===== config.mk =====
export PLATFORM = sky130hd
export DESIGN_NAME = nal_length_to_start_code_core
export DESIGN_NICKNAME = d
export VERILOG_FILES = /design/src/nl2sc_pkg.sv /design/src/nl2sc_burst_out.sv /design/src/nal_length_to_start_code_core.sv
export VERILOG_INCLUDE_DIRS = /design/src /design/src/src
export SDC_FILE = /design/constraint.sdc
export NUM_CORES = 1
export LEC_CHECK = 0
export BUFFER_PORTS_ARGS = -buffer_cell sky130_fd_sc_hd__buf_2
export CAP_MARGIN = 10
export CORE_ASPECT_RATIO = 1.25
export CORE_MARGIN = 2
export CORE_UTILIZATION = 66
export CTS_CLUSTER_DIAMETER = 150
export CTS_CLUSTER_SIZE = 14
export DETAILED_ROUTE_END_ITERATION = 10
export PLACE_DENSITY_LB_ADDON = 0.05
export SYNTH_ARGS = -nofsm -noshare
export SYNTH_HDL_FRONTEND = slang
export SYNTH_SLANG_ARGS = --single-unit

===== constraint.sdc =====
create_clock -name clk -period 4.5 [get_ports clk]
set_input_delay 0.225 -clock clk [delete_from_list [all_inputs] [get_ports clk]]
set_output_delay 0.225 -clock clk [all_outputs]
set_load 0.03 [all_outputs]

===== src/nal_length_to_start_code_core_macros.svh =====
// ---------------------------------------------------------------------------
// NAL length to start code: assertion macros
// Shared concurrent assertion forms, clocked on clk, disabled in reset.
// ---------------------------------------------------------------------------
`ifndef NAL_LENGTH_TO_START_CODE_CORE_MACROS_SVH
`define NAL_LENGTH_TO_START_CODE_CORE_MACROS_SVH

// same-cycle implication
`define NL2SC_ASSERT_IMP(lbl, ante, cons, msg) \
  lbl: assert property (@(posedge clk) disable iff (!rst_n) (ante) |-> (cons)) \
    else $error(msg);

// next-cycle implication
`define NL2SC_ASSERT_NXT(lbl, ante, cons, msg) \
  lbl: assert property (@(posedge clk) disable iff (!rst_n) (ante) |=> (cons)) \
    else $error(msg);

`endif


===== src/nl2sc_pkg.sv =====
// ---------------------------------------------------------------------------
// nl2sc_pkg
// Types and constants shared by the NAL length to start code converter.
// ---------------------------------------------------------------------------
`timescale 1ns / 1ps

package nl2sc_pkg;

  typedef enum logic {
    PH_PREFIX  = 1'b0,
    PH_PAYLOAD = 1'b1
  } phase_t;

  localparam logic [2:0] PFX_MIN      = 3'd1;
  localparam logic [2:0] PFX_MAX      = 3'd4;
  localparam logic [2:0] PFX_RESET    = 3'd4;
  localparam logic [2:0] SC_LONG_LEN  = 3'd4;
  localparam logic [2:0] SC_SHORT_LEN = 3'd3;
  localparam logic [7:0] SC_ZERO      = 8'h00;
  localparam logic [7:0] SC_ONE       = 8'h01;

  // One burst of results: cnt items, all 00 data bytes except the final one.
  typedef struct packed {
    logic [2:0] cnt;
    logic [7:0] fin_byte;
    logic       fin_valid;
    logic       fin_last;
    logic       fin_err;
  } burst_t;

endpackage


===== src/nl2sc_burst_out.sv =====
// ---------------------------------------------------------------------------
// nl2sc_burst_out
// Result register: holds a burst, sends a transaction a cycle unless stalled.
// ---------------------------------------------------------------------------
`timescale 1ns / 1ps

module nl2sc_burst_out (
  input  logic             clk,
  input  logic             rst_n,
  input  logic             load,
  input  nl2sc_pkg::burst_t burst,
  output logic             can_load,
  output logic             out_valid,
  input  logic             out_stall,
  output logic [7:0]       out_byte,
  output logic             out_byte_valid,
  output logic             out_last_of_packet,
  output logic             out_packet_error
);
  import nl2sc_pkg::*;

  logic [2:0] cnt_r, cnt_nxt;
  logic [7:0] fin_byte_r;
  logic       fin_valid_r, fin_last_r, fin_err_r;
  logic       out_acc;
  logic       at_fin;

  assign out_valid = (cnt_r != 3'd0);
  assign out_acc   = out_valid && !out_stall;
  assign at_fin    = (cnt_r == 3'd1);
  assign can_load  = (cnt_r == 3'd0) || (at_fin && !out_stall);

  always_comb begin
    cnt_nxt = cnt_r;
    if (load) begin
      cnt_nxt = burst.cnt;
    end else if (out_acc) begin
      cnt_nxt = cnt_r - 3'd1;
    end
  end

  always_ff @(posedge clk) begin
    if (!rst_n) begin
      cnt_r <= 3'd0;
    end else begin
      cnt_r <= cnt_nxt;
    end
  end

  always_ff @(posedge clk) begin
    if (load) begin
      fin_byte_r  <= burst.fin_byte;
      fin_valid_r <= burst.fin_valid;
      fin_last_r  <= burst.fin_last;
      fin_err_r   <= burst.fin_err;
    end
  end

  assign out_byte           = at_fin ? fin_byte_r : SC_ZERO;
  assign out_byte_valid     = at_fin ? fin_valid_r : 1'b1;
  assign out_last_of_packet = at_fin && fin_last_r;
  assign out_packet_error   = at_fin && fin_err_r;

endmodule


===== src/nal_length_to_start_code_core.sv =====
// The first result appears in the cycle after the input transaction is accepted.
// One payload byte per cycle while the output does not stall; a completed length
// prefix yields a 3 or 4 byte start code burst played out by the result
// register, so the input stalls at each unit boundary until the burst's last byte.
// Reset (rst_n, synchronous, active low): prefix size 4, parser idle at the
// start of a packet, result register empty.
// ---------------------------------------------------------------------------
// nal_length_to_start_code_core
// Converts length-prefixed NAL units into start-code framed byte stream.
// ---------------------------------------------------------------------------
`timescale 1ns / 1ps

module nal_length_to_start_code_core (
  input  logic       clk,
  input  logic       rst_n,
  input  logic       cfg_valid,
  output logic       cfg_ready,
  input  logic [2:0] cfg_length_prefix_bytes,
  input  logic       in_valid,
  output logic       in_stall,
  input  logic [7:0] in_byte,
  input  logic       in_last,
  output logic       out_valid,
  input  logic       out_stall,
  output logic [7:0] out_byte,
  output logic       out_byte_valid,
  output logic       out_last_of_packet,
  output logic       out_packet_error
);
  import nl2sc_pkg::*;

  `include "nal_length_to_start_code_core_macros.svh"

  logic [2:0]  pfx_bytes_r;
  phase_t      phase_r, phase_nxt;
  logic [2:0]  pcnt_r, pcnt_nxt;
  logic [31:0] rem_r, rem_nxt;
  logic        first_r, first_nxt;

  logic [2:0]  size;
  logic [31:0] rem_dec, rem_sh;
  logic [2:0]  pc_inc;
  logic        pfx_done;
  logic        in_acc;
  logic        can_load;
  burst_t      burst;

  assign cfg_ready = 1'b1;
  assign in_stall  = !can_load;
  assign in_acc    = in_valid && can_load;

  always_ff @(posedge clk) begin
    if (!rst_n) begin
      pfx_bytes_r <= PFX_RESET;
    end else if (cfg_valid && cfg_ready) begin
      pfx_bytes_r <= cfg_length_prefix_bytes;
    end
  end

  always_comb begin
    case (pfx_bytes_r) inside
      3'd0:         size = PFX_MIN;
      [3'd1:3'd4]:  size = pfx_bytes_r;
      default:      size = PFX_MAX;
    endcase
  end

  assign rem_dec  = rem_r - 32'd1;
  assign rem_sh   = {rem_r[23:0], in_byte};
  assign pc_inc   = pcnt_r + 3'd1;
  assign pfx_done = (pc_inc >= size);

  // next parser state
  always_comb begin
    phase_nxt = phase_r;
    pcnt_nxt  = pcnt_r;
    rem_nxt   = rem_r;
    first_nxt = first_r;
    if (in_acc) begin
      if (phase_r == PH_PAYLOAD) begin
        rem_nxt   = rem_dec;
        phase_nxt = (rem_dec == 32'd0) ? PH_PREFIX : PH_PAYLOAD;
      end else begin
        rem_nxt = rem_sh;
        if (pfx_done) begin
          pcnt_nxt  = 3'd0;
          first_nxt = 1'b1;
          phase_nxt = (rem_sh != 32'd0) ? PH_PAYLOAD : PH_PREFIX;
        end else begin
          pcnt_nxt = pc_inc;
        end
      end
      if (in_last) begin
        phase_nxt = PH_PREFIX;
        pcnt_nxt  = 3'd0;
        rem_nxt   = 32'd0;
        first_nxt = 1'b0;
      end
    end
  end

  // result burst for the accepted byte
  always_comb begin
    burst.cnt       = 3'd0;
    burst.fin_byte  = in_byte;
    burst.fin_valid = 1'b1;
    burst.fin_last  = in_last;
    burst.fin_err   = 1'b0;
    if (phase_r == PH_PAYLOAD) begin
      burst.cnt     = 3'd1;
      burst.fin_err = in_last && (rem_dec != 32'd0);
    end else if (pfx_done) begin
      burst.cnt      = first_r ? SC_SHORT_LEN : SC_LONG_LEN;
      burst.fin_byte = SC_ONE;
      burst.fin_err  = in_last && (rem_sh != 32'd0);
    end else if (in_last) begin
      burst.cnt       = 3'd1;
      burst.fin_byte  = SC_ZERO;
      burst.fin_valid = 1'b0;
      burst.fin_err   = 1'b1;
    end
  end

  always_ff @(posedge clk) begin
    if (!rst_n) begin
      phase_r <= PH_PREFIX;
      pcnt_r  <= 3'd0;
      rem_r   <= 32'd0;
      first_r <= 1'b0;
    end else begin
      phase_r <= phase_nxt;
      pcnt_r  <= pcnt_nxt;
      rem_r   <= rem_nxt;
      first_r <= first_nxt;
    end
  end

  nl2sc_burst_out u_burst_out (
    .clk                (clk),
    .rst_n              (rst_n),
    .load               (in_acc),
    .burst              (burst),
    .can_load           (can_load),
    .out_valid          (out_valid),
    .out_stall          (out_stall),
    .out_byte           (out_byte),
    .out_byte_valid     (out_byte_valid),
    .out_last_of_packet (out_last_of_packet),
    .out_packet_error   (out_packet_error)
  );

  `NL2SC_ASSERT_IMP(a_payload_nonzero, phase_r == PH_PAYLOAD, rem_r != 32'd0, "payload phase with zero length left")
  `NL2SC_ASSERT_IMP(a_err_on_last, out_valid && out_packet_error, out_last_of_packet, "packet error off the final transaction")
  `NL2SC_ASSERT_IMP(a_marker_is_err, out_valid && !out_byte_valid, out_packet_error && out_last_of_packet, "error marker without error and last")
  `NL2SC_ASSERT_NXT(a_pkt_end_clear, in_acc && in_last, phase_r == PH_PREFIX && pcnt_r == 3'd0 && !first_r, "parser not cleared after packet end")

endmodule


-- After elaboration in Yosys (flattened, before gate mapping)
Index checks and enable logic that the tools add are counted.
- add/sub/neg operators: 3
- $lt $le $gt $ge: 3
- equal/unequal tests: 2
- multiplexer cells: 28
- reductions and logical operators: 22
- operators by type and width (cell ; number):
    two-way mux 32 bit ; 2
    nonzero test 32 bit ; 2
    zero test 32 bit ; 1
    subtractor 32 x 1 -> 32 bit (second input constant) ; 1
    two-way mux 3 bit ; 9
    two-way mux 1 bit ; 13
    two-way mux 11 bit ; 1
    two-way mux 10 bit ; 1
    two-way mux 9 bit ; 1
    logical AND 1 bit ; 8
    two-way mux 8 bit ; 1
    zero test 3 bit ; 2
    nonzero test 2 bit ; 2
    adder 3 x 1 -> 3 bit (second input constant) ; 1
    equality test 3 x 1 -> 1 bit (second input constant) ; 1
    >= comparator 3 x 1 -> 1 bit (second input constant) ; 1
    >= comparator 3 bit ; 1
    <= comparator 3 bit (second input constant) ; 1
    AND reduction 3 bit ; 1
    nonzero test 3 bit ; 1
    subtractor 3 x 1 -> 3 bit (second input constant) ; 1
    zero test 1 bit ; 2
    inequality test 2 bit (second input constant) ; 1
    AND reduction 2 bit ; 1
    2 further kinds ; 2
- register bits: 54
- input port bits: 17
- output and inout port bits: 14
- logic and storage cells: 68

-- Longest topological paths before layout
- depth after elaboration: 8
- mapped depth: 10
- gate-level depth less buffers: 9

-- By module
A second synthesis with hierarchy kept.
- cells, all modules: 466
- area total of the unflattened synthesis: 3567.2 µm²
- modules (own cells, without submodules) (module ; instances ; cells an instance ; area each (µm²) ; sequential area each (µm²)):
    nal_length_to_start_code_core ; 1 ; 415 ; 2932.8 ; 800.8
    nl2sc_burst_out ; 1 ; 51 ; 634.4 ; 390.4

-- Least setup slack after synthesis
No wires, ideal clock.
- path type: register to register
- from: register rem_r[1]
- to: register u_burst_out.fin_err_r, data pin
- library setup time: 0.267 ns
- arrival time: 2.333 ns
- required time: 4.233 ns
- setup slack: 1.900 ns
- cell stages (with the launch flop): 10
- path buffers: 1
- clock period less this slack: 2.600 ns
- cell sequence: dfxtp_1 > buf_4 > inv_1 > ha_1 > or3b_4 > or4_4 > a211oi_2 > o22ai_1 > nor4_2 > a21oi_1
- RTL lines (element ; line ; text):
    start: declaration ; nal_length_to_start_code_core.sv:37 ; logic [31:0] rem_r, rem_nxt;
    start signal: assignment ; nal_length_to_start_code_core.sv:133 ; rem_r <= rem_nxt;
    end signal: assignment ; nl2sc_burst_out.sv:55 ; fin_err_r <= burst.fin_err;
    end: declaration ; nl2sc_burst_out.sv:24 ; logic fin_valid_r, fin_last_r, fin_err_r;

==> flow_summary.toml <==
[outcome]
status = "finished, final reports clean"

[detailed_routing]
wire_per_inst_um = 18.5
via_count = 3619
dr.pass1.iters = 5
ant_nets = 0
route.detailed.drc = 0
wirelength_mm = 10.1
drt_iter0_drc = 370
viasPerCell = 6.62

[clock_network]
numCtsBuffers = 5
cts_tree = "built"
clockRootBuffer = "clkbuf_8"
htreeDepth = 2
cts.clk_slew.worst_paths_ps = 100
ctsResizeCount = 0
cts_setup_buffers = 0
cts_num_sinks = 54
cts_max_path_buffers = 2
cts_hold_buf = 0
clock_latency_ps = 320

[power_and_ir_drop]
ir_drop_uv = 234
p_leak_nw = 1.56
p_total_mw = 2.01
power.density_nw_per_um2 = 497

[grt]
grt_pass1_wl_mm = 16.6
antenna_found_initial = 0
grt-ovfl-total = 0
grt_pass1_vias = 3295
grt_max_degree = 46
grt_util_all_layers = 0.316

[synthesis]
yosys_warnings = 0
ys_async_sr_fraction = 0
synth.area.top_cells = "dfxtp_1 (22%), edfxtp_1 (8.4%), nor2b_1 (5.9%)"
ys_types = 73
syn_inst = 480
avgSynthCellArea_um2 = 8.21
ys_seq_elements = 54
synth_flop_cell = "dfxtp_1"
synth_area_um2 = 3940
ys_seq_area_frac = 0.302
synth_top_area_share = 0.218
yosys.area.top_type = "dfxtp_1"
syn-num-nets = 506
synth_edf_count = 11

[timing]
fin_skew_ps = 13.9
setup_slack_ps = 1620
drv_slew = 0
finalSetupViolCount = 0
grt_setup_unrepaired = "false"
timing.slew.headroom = 0.293
hold_viol_final = 0
tightestPinTransition_ps = 1060
tns_ps = 0
fin_crit_ps = 2880
fin_crit_sh = 0.640
fmax_ghz = 0.347
worst_hold_slack_ps = 128

[finish]
area_delta_synth_final_pct = 2.82
final_nets = 506
instances_no_fill = 547
layout-drive-gt1-share = 0.139
n_antenna_cell = 0

[placement]
dpl_worst_slack_ps = 1670
gp_congestion = 0.996
portBuffers = 29
hpwlAfterDp_mm = 6.96
dp.cells = 539

[job]
max-cap-violations = 0

[setup_path]
end_kind = "flop"
critPathRequiredTime_ps = 4570
rrSetupSlack_ps = 1620
rr_startpoint = "rem_r[4]$_SDFFE_PN0P_"
path_class = "reg2reg"
critPathArrivalTime_ps = 2950
critical_path_peak_fanout = 13
start_kind = "flop"
regToRegEndpoint = "u_burst_out.fin_err_r$_DFFE_PP_"
r2r_cells = 6

[hold_path]
holdCritStartpoint = "cfg_length_prefix_bytes[2]"
hp-class = "in2reg"
holdPathEnd = "pfx_bytes_r[2]$_SDFFE_PN1P_"
min_path_cells = 3

[die]
die_y_um = 90.4
start_util = 0.682
io_pins = 31
core_um2 = 5780
fp.dieW_um = 73.1
die-area_um2 = 6610
placementRows = 31
==> cell type report <==
cell class / count / area, um^2
Clock buffer: 7 / 76.3
Clock inverter: 1 / 30.0
Fill cell: 485 / 1730
Inverter: 14 / 52.6
Multi-Input combinational cell: 373 / 2450
Sequential cell: 54 / 1190
Tap cell: 66 / 82.6
Timing Repair Buffer: 32 / 168
==> synth_stat cells, types with 9 or more instances <==
cell type	count
a21boi_0	9
a21boi_1	10
a21oi_1	21
a22oi_1	11
and2_1	12
clkbuf_1	21
dfxtp_1	43
edfxtp_1	11
ha_1	9
inv_1	14
nand2_1	36
nor2_1	33
nor2b_1	37
nor3_1	14
nor4_1	13
o21ai_0	43
==> layout by cell type, fill, tap and decap left out, types with 4 or more instances in the layout <==
cell type / count
o21ai_0: 43
dfxtp_1: 42
nor2b_1: 37
nand2_1: 36
nor2_1: 33
buf_2: 29
a21oi_1: 21
inv_1: 14
nor3_1: 14
nor4_1: 13
and2_1: 12
a22oi_1: 11
edfxtp_1: 11
a21boi_1: 10
a21boi_0: 9
ha_1: 9
xor2_1: 7
nand4b_1: 7
and3_1: 7
or3_1: 6
nand4_1: 6
mux2i_1: 6
nand3_1: 5
mux2_2: 5
clkbuf_8: 5
nor3b_1: 4
a21o_1: 4
o22ai_1: 4
o211ai_1: 4
==> worst max-delay path: stages (launching register included) <==
cell     delay, ps
dfxtp_1        380
nor3_2         690
nand2_1        480
nor4_2         480
xor2_1         130
nor4_2         350
a21oi_1        120
==> metrics by stage <==
| stage | util | cell area, um^2 |
|---|---|---|
| final | 0.701 | 4050 |
| after global routing | 0.701 | 4050 |
| after CTS | 0.701 | 4050 |
| after detailed placement | 0.683 | 3950 |
| after global placement | 0.683 | 3950 |
| after floorplan | - | 3940 |
==> logic make-up after synthesis <==
family	count (synthesis)	synth area share
other	1	0.000951
and+or+nand+nor	207	0.311
AOI/OAI and AO/OA	135	0.229
buffers and inverters	53	0.0768
xor gates and xnor gates	10	0.0222
adders and majority gates	9	0.0286
DFF	54	0.302
muxes	11	0.0295
==> report_power, final <==
part           internal [mW]  total, mW  switching (mW)
Combinational          0.370       1.05           0.680
Sequential             0.568      0.633          0.0647
Clock                  0.167      0.331           0.164
Total                   1.10       2.01           0.909
==> flip-flops by register name (all words and copies together) (netlist names) <==
name,count
u_burst_out.fin_err_r,1
rem_r,32
u_burst_out.fin_byte_r,8
u_burst_out.fin_valid_r,1
u_burst_out.fin_last_r,1
pcnt_r,3
phase_r,1
first_r,1
u_burst_out.cnt_r,3
pfx_bytes_r,3
==> how the worst max path moves through the flow <==
| stage | from | to | cells past startpoint |
|---|---|---|---|
| 2_1_floorplan | rem_r[1]$_SDFFE_PN0P_ | u_burst_out.fin_err_r$_DFFE_PP_ | 9 |
| 3_3_place_gp | rem_r[0]$_SDFFE_PN0P_ | u_burst_out.fin_err_r$_DFFE_PP_ | 8 |
| 3_5_place_dp | rem_r[5]$_SDFFE_PN0P_ | u_burst_out.fin_err_r$_DFFE_PP_ | 6 |
| 4_1_cts | rem_r[5]$_SDFFE_PN0P_ | u_burst_out.fin_err_r$_DFFE_PP_ | 6 |
| 5_1_grt | rem_r[5]$_SDFFE_PN0P_ | u_burst_out.fin_err_r$_DFFE_PP_ | 6 |
| 6_report | rem_r[4]$_SDFFE_PN0P_ | u_burst_out.fin_err_r$_DFFE_PP_ | 6 |
==> per-layer routing <==
metal | vias up | wire [um] | global-route usage
met5 | - | 0 | 0
li1 | 1735 | - | -
met4 | 0 | 371 | 0.131
met3 | 37 | 763 | 0.0458
met1 | 1640 | 4110 | 0.405
met2 | 207 | 4860 | 0.518
Power figures use the tool's default switching activity.
